[src/hw/rtl/pbf_pkg.sv]
// Shared constants for the pair Bloom filter: hash multipliers, the pair offset,
// the default filter size, the bit store row width and the action codes.
// No dependencies; used by pbf_hash and pair_bloom_filter.
package pbf_pkg;

    // Offset added to the packed pair for the second hash.
    localparam logic [63:0] GOLDEN_STEP = 64'h9E37_79B9_7F4A_7C15;

    // Finalizer multipliers of the 64-bit mixing function.
    localparam logic [63:0] MIX_C1 = 64'hFF51_AFD7_ED55_8CCD;
    localparam logic [63:0] MIX_C2 = 64'hC4CE_B9FE_1A85_EC53;

    // Default filter size in bits (power of two, 64 to 1048576).
    localparam int unsigned FILTER_BITS_DEF = 65536;

    // Width of one row of the bit store.
    localparam int unsigned ROW_BITS = 32;

    // Action codes of an input transaction.
    localparam logic ACT_INSERT = 1'b0;
    localparam logic ACT_TEST   = 1'b1;

endpackage

[src/hw/rtl/pbf_hash.sv]
// Iterative 64-bit finalizer hash built around one 32x32 multiplier.
// Each 64-bit multiply takes three partial products, and a hash runs two such multiplies.
// Depends on pbf_pkg for the multiplier constants.
module pbf_hash (
    input  logic        aclk,
    input  logic        aresetn,
    input  logic        start,
    input  logic [63:0] key,
    output logic        done,
    output logic [63:0] result
);

    typedef enum logic [1:0] {
        H_IDLE = 2'b01,
        H_MUL  = 2'b10
    } hstate_t;

    hstate_t     hstate_reg, hstate_next;
    logic [1:0]  step_reg, step_next;
    logic        pass_reg, pass_next;
    logic [63:0] k_reg, k_next;
    logic [63:0] acc_reg, acc_next;

    logic [31:0] c_lo;
    logic [31:0] c_hi;
    logic [31:0] op_a;
    logic [31:0] op_b;
    logic [63:0] prod;
    logic [31:0] hi_sum;
    logic [63:0] full_prod;

    assign c_lo = pass_reg ? pbf_pkg::MIX_C2[31:0]  : pbf_pkg::MIX_C1[31:0];
    assign c_hi = pass_reg ? pbf_pkg::MIX_C2[63:32] : pbf_pkg::MIX_C1[63:32];

    // Partial products: low x low (full), high x low and low x high (low halves only).
    always_comb begin
        unique case (step_reg)
            2'd0: begin
                op_a = k_reg[31:0];
                op_b = c_lo;
            end
            2'd1: begin
                op_a = k_reg[63:32];
                op_b = c_lo;
            end
            2'd2: begin
                op_a = k_reg[31:0];
                op_b = c_hi;
            end
            default: begin
                op_a = '0;
                op_b = '0;
            end
        endcase
    end

    assign prod      = op_a * op_b;
    assign hi_sum    = acc_reg[63:32] + prod[31:0];
    assign full_prod = {hi_sum, acc_reg[31:0]};

    always_comb begin
        hstate_next = hstate_reg;
        step_next   = step_reg;
        pass_next   = pass_reg;
        k_next      = k_reg;
        acc_next    = acc_reg;
        unique case (hstate_reg)
            H_IDLE: begin
                if (start) begin
                    k_next      = key ^ (key >> 33);
                    step_next   = 2'd0;
                    pass_next   = 1'b0;
                    hstate_next = H_MUL;
                end
            end
            H_MUL: begin
                unique case (step_reg)
                    2'd0: begin
                        acc_next  = prod;
                        step_next = 2'd1;
                    end
                    2'd1: begin
                        acc_next  = full_prod;
                        step_next = 2'd2;
                    end
                    default: begin
                        k_next    = full_prod ^ (full_prod >> 33);
                        step_next = 2'd0;
                        pass_next = 1'b1;
                        if (pass_reg) begin
                            hstate_next = H_IDLE;
                        end
                    end
                endcase
            end
            default: begin
                hstate_next = H_IDLE;
            end
        endcase
    end

    always_ff @(posedge aclk) begin
        if (!aresetn) begin
            hstate_reg <= H_IDLE;
            step_reg   <= 2'd0;
            pass_reg   <= 1'b0;
        end else begin
            hstate_reg <= hstate_next;
            step_reg   <= step_next;
            pass_reg   <= pass_next;
        end
        k_reg   <= k_next;
        acc_reg <= acc_next;
    end

    assign done   = (hstate_reg == H_MUL) && (step_reg == 2'd2) && pass_reg;
    assign result = k_reg;

endmodule
[config.mk]
export PLATFORM = sky130hd
export DESIGN_NAME = pbf_hash
export DESIGN_NICKNAME = d
export VERILOG_FILES = /design/src/hw/rtl/pbf_pkg.sv /design/src/hw/rtl/pbf_hash.sv
export SDC_FILE = /design/constraint.sdc
export NUM_CORES = 2
export LEC_CHECK = 0
export BUFFER_PORTS_ARGS = -buffer_cell sky130_fd_sc_hd__buf_2
export CORE_MARGIN = 8
export CORE_UTILIZATION = 60
export CTS_BUF_LIST = sky130_fd_sc_hd__clkbuf_4 sky130_fd_sc_hd__clkbuf_8
export DETAILED_ROUTE_END_ITERATION = 6
export PLACE_DENSITY_LB_ADDON = 0.12
export SETUP_SLACK_MARGIN = 0.1
export SLEW_MARGIN = 20
export SYNTH_ARGS = -nofsm -noshare
export SYNTH_HDL_FRONTEND = slang
export SYNTH_SLANG_ARGS = --single-unit
[constraint.sdc]
create_clock -name aclk -period 11.47 [get_ports aclk]
set_input_delay 0.5735 -clock aclk [delete_from_list [all_inputs] [get_ports aclk]]
set_output_delay 0.5735 -clock aclk [all_outputs]
set_load 0.1 [all_outputs]
Word level (Yosys, flattened, before mapping)
Index checks and enable logic that the tools add are counted.
{ "classes": {"add_sub_neg": 1, "multipliers": 1, "eq_ne": 7, "mux": 18, "bitwise": 3, "n_reduce_logical": 12} }
{ "ops": {"columns": ["op", "n"], "rows": [
  ["$pmux W64 S2", 2],
  ["$mux W64", 2],
  ["$pmux W32 S2", 2],
  ["$xor A64 B31 Y64", 2],
  ["$mul A32 B32 Y64", 1],
  ["$add A32 B32 Y32", 1],
  ["$mux W32", 1],
  ["$mux W30", 1],
  ["$pmux W2 S2", 3],
  ["$reduce_and A3 Y1", 3],
  ["$mux W2", 4],
  ["$ne A2 B2 Y1 const B", 3],
  ["$eq A2 B1 Y1 const B", 2],
  ["$eq A2 B2 Y1 const B", 2],
  ["$reduce_and A2 Y1", 2],
  ["$reduce_bool A2 Y1", 2],
  ["$reduce_or A2 Y1", 2],
  ["$logic_and A1 B1 Y1", 2],
  ["$logic_not A2 Y1", 1],
  ["$mux W1", 2],
  ["$pmux W1 S2", 1],
  ["$not A1 Y1", 1]
]} }
{ "word_totals": {"ff_bits": 133, "in_bits": 67, "out_inout_bits": 65, "wordCells": 48} }

Longest topological paths before layout
{ "logic_depth": {"depth_word": 8, "ltp_mapped": 41} }

Worst setup path after synthesis
OpenSTA, ideal clock, no wires.
{ "synth_path": {"kind": "reg-to-reg", "start": "register k_reg[13] (netlist: result[13])", "end": "register acc_reg[61], data pin", "setup_time_ns": 0.255, "arrival_ns": 9.116, "slack_ns": 2.099, "stages_incl_launch_ff": 36, "n_path_buf": 2, "path_cell_list": "edfxtp_1 > a22oi_1 > nor2_1 > or2_2 > fa_1 > inv_1 > fa_1 > inv_1 > fa_1 > inv_1 > fa_1 > inv_1 > fa_1 > inv_1 > fa_1 > inv_1 > fa_1 > fa_1 > ha_1 > buf_2 > nand2_1 > nor3_1 > o211ai_2 > nand2_1 > xor2_1 > ha_1 > buf_4 > and3_4 > a221o_1 > a31o_1 > o31a_1 > a21boi_2 > o21ba_2 > xor2_2 > a22oi_1 > and2_1"} }
{ "synth_between": {"elab_chain_cells": 4} }
{ "synth_lines": {"columns": ["element", "line", "source"], "rows": [
  ["from (decl)", "pbf_hash.sv:21", "logic [63:0] k_reg, k_next;"],
  ["from (signal assigned)", "pbf_hash.sv:112", "k_reg <= k_next;"],
  ["$pmux W32 S2 *", "pbf_hash.sv:37", "unique case (step_reg)"],
  ["$mul A32 B32 Y64 *", "pbf_hash.sv:57", "assign prod = op_a * op_b;"],
  ["$add A32 B32 Y32", "pbf_hash.sv:58", "assign hi_sum = acc_reg[63:32] + prod[31:0];"],
  ["$pmux W64 S2 *", "pbf_hash.sv:77", "unique case (step_reg)"],
  ["to (signal assigned)", "pbf_hash.sv:113", "acc_reg <= acc_next;"],
  ["to (decl)", "pbf_hash.sv:22", "logic [63:0] acc_reg, acc_next;"]
]} }
Mark *: on every way between the ends. The rest lies on a longest branch, timed or not. The select of a mux whose other input is x is not followed.
A chain may end at the register's enable or synchronous reset.

Worst setup path in the final report
{ "layout_path": {"start": "register step_reg[1]", "end": "register k_reg[26] (netlist: result[26]), data pin"} }
{ "layout_between": {"elab_chain_cells": 8, "word_cells_on_any_way": 12, "cone_classes": "add/sub: 1; mul: 1; eq/ne: 2; mux: 4; bitwise: 1; reduce/logical: 3"} }
{ "layout_lines": {"columns": ["element", "line", "source"], "rows": [
  ["from (decl)", "pbf_hash.sv:19", "logic [1:0] step_reg, step_next;"],
  ["from (signal assigned)", "pbf_hash.sv:109", "step_reg <= step_next;"],
  ["$eq A2 B2 Y1 (tied with other cells)", "pbf_hash.sv:37", null],
  ["$reduce_or A2 Y1 (no source line)", null, null],
  ["$pmux W32 S2", "pbf_hash.sv:37", null],
  ["$mul A32 B32 Y64 *", "pbf_hash.sv:57", null],
  ["$add A32 B32 Y32 *", "pbf_hash.sv:58", null],
  ["$xor A64 B31 Y64 *", "pbf_hash.sv:87", "k_next = full_prod ^ (full_prod >> 33);"],
  ["$mux W64 *", "pbf_hash.sv:77", null],
  ["$pmux W64 S2 *", "pbf_hash.sv:67", "unique case (hstate_reg)"],
  ["via k_next[26]", "pbf_hash.sv:21", null]
]} }
Mark *: on every way through the listed nets, which the timed path passes. The rest lies on a longest branch. The select of a mux whose other input is x is not followed.

==> impl_metrics.ini <==
[outcome]
status = finished clean

[placement]
dp_hpwl_um = 117000
gp_congestion = 1.05
dp.cells = 4671
portBuffers = 131

[route]
ant_nets = 0
wirelength_um = 133000
wl_per_cell_um = 28.2
drtIter0Drc = 2971
num_vias = 28000
drc = 0
dr.pass1.iters = 6
via_per_inst = 5.96

[logic_synthesis]
avgSynthCellArea_um2 = 9.79
syn_inst = 3791
synth_fp_nets = 5047
yosysUniqueCellTypes = 77
synthMuxAreaShare_pct = 0.981
synth_fa_ha_area_share_pct = 57.5
synth_xor_area_share_pct = 3.70
ys_seq_elements = 133
synth-simple-area-share_pct = 8.61
yosys_most_used_dff = edfxtp_1
ys_seq_area_share_pct = 10.6
yosys_warnings = 0
async_reset_ff_share_pct = 0
synth_top_family_by_area = adder cells
syn-cell-area_um2 = 37100
synth_edf_count = 128
synth-compound-area-share_pct = 7.33

[clocking]
h-tree-depth = 4
clkLatencyLatePin_ns = 0.47
cts_post_setup_buffers_inserted = 0
clkTransAtPathRegs_ns = 0.09
numCtsBuffers = 17
tritoncts = done
cts_buffer_depth = 2
cts_sinks = 133
clockRootBuffer = clkbuf_8

[floorplan]
die-height_um = 265
core.rowCount = 91
die-area_um2 = 70100
die_w_um = 265
coreArea_um2 = 61500
ios = 132
start_util_pct = 60.4

[grt]
antenna_found_initial = 3
track_usage_pct = 38.8
overflow = 0
grt_start_max_net_pins = 79
grt_pass1_vias = 29600
grt_first_pass_wirelength_um = 198000

[worst_setup_path]
reg2reg_depth = 32
required_ns = 11.67
critPathKind = flop to flop
endpoint_kind = flop
crit_slowest_cell = nor2_1
critical_path.max_stage_delay_ns = 0.91
worstPathMaxFanout = 22
startpoint_type = flop
crit_top_cell = fa_1
arrival_ns = 11.06
rrSetupSlack_ns = 0.60

[job]
drv_cap = 0

[sta]
clock_skew_ns = 0.0169
fin_hold_ws_ns = 0.364
slew_violations = 0
worst_pin_slew_ns = 1.22
fmax_ghz = 0.0920
hold_violations = 0
setup_viol = 0
period_minus_slack_ns = 10.87
setup_tns_ns = 0
period_share_pct = 94.7
max-slew-margin-rel_pct = 17.5
rsz0062_at_grt = no

[layout]
drive_above_1_share_pct = 6.95
final_cell_mix = inv_1, fa_1, ha_1
finalNonFillerCells = 4706
final_common_cell = inv_1
area_growth_pct = 6.09
nNetsFinal = 5156
fin_util_pct = 64.0
fillers = 5269

[min_path]
hold_depth = 2
min_path_type = input pin to flop
[synth_stat cells (6+ instances only)]
cell         n  area share [%]
nor2b_1      9            0.15
mux2_2      17            0.52
o21ai_1     42            0.57
or3_1        7            0.12
clkbuf_1    87            0.88
xnor2_1     69             1.6
o21a_1      13            0.26
ha_1       327              11
a22oi_1     26            0.53
a21o_1      40            0.81
nand2b_1     7            0.12
nor2_1     272             2.8
inv_1     1006              10
mux2i_1     15            0.40
xor2_1      73             1.7
o21bai_1    21            0.42
a21oi_1    127             1.7
nand3_1     24            0.32
a31oi_1      7            0.12
o211ai_1     8            0.16
o21ai_0     77             1.0
a211oi_1    10            0.20
and2_1      38            0.64
nand4_1     25            0.42
buf_1        6           0.061
nor3_1      40            0.54
fa_1       862              46
edfxtp_1   128              10
nand2_1    299             3.0
[cell type report]
cell class	count	area, um^2	area share, %
multi-input cells	2552	29100	73.8
diodes	4	10.0	0.0254
flip-flops and latches	133	3950	10.0
clock buffers	18	241	0.613
inverters	1007	3780	9.61
repair buffers	189	1100	2.80
clock inverters	13	230	0.585
well taps	790	988	2.51
[path summary, 6_finish.rpt]
check / startpoint / end
worst max-delay path: step_reg[1] / result[26]
worst min-delay path: aresetn / step_reg[0]
worst max register to register: step_reg[1] / result[26]
worst min register to register: acc_reg[31] / result[31]
[per-layer routing]
layer	wire, um	GRT usage, %
met4	9160	20.8
met3	13600	8.37
met1	50700	52.1
met5	0	0
met2	59200	59.2
[metrics by stage]
| stage | cell area [um^2] | setup slack [ns] |
|---|---|---|
| 2_1_floorplan | 37100 | 2.10 |
| 6_report | 39400 | 0.604 |
| 3_5_place_dp | 38900 | 0.603 |
| 3_3_place_gp | 38900 | 0.861 |
| 4_1_cts | 39400 | 0.546 |
| 5_1_grt | 39400 | 0.235 |
[critical path, delay by kind of cell, from the launching register on]
family | cells | cell delay, ns
adder cells (fa/ha/maj) | 10 | 4.19
XOR/XNOR | 3 | 0.81
AO/OA/AOI/OAI | 5 | 1.24
AND/OR/NAND/NOR | 10 | 2.87
flip-flops | 1 | 0.57
buffers and inverters | 4 | 0.89
[kinds of logic after synthesis]
family | Yosys count
mux | 34
simple gates | 749
buf+inv | 1106
flops | 133
compound gates | 432
xor+xnor | 148
fa+ha+maj | 1189
[repair_timing]
action | CTS | global route
hold buffers | 0 | 0
setup endpoints to repair | 0 | 20
gates resized for setup | 0 | 3
Power is not shown: default switching activity piles up to over one toggle a cycle in this logic, so the estimate is an artifact.
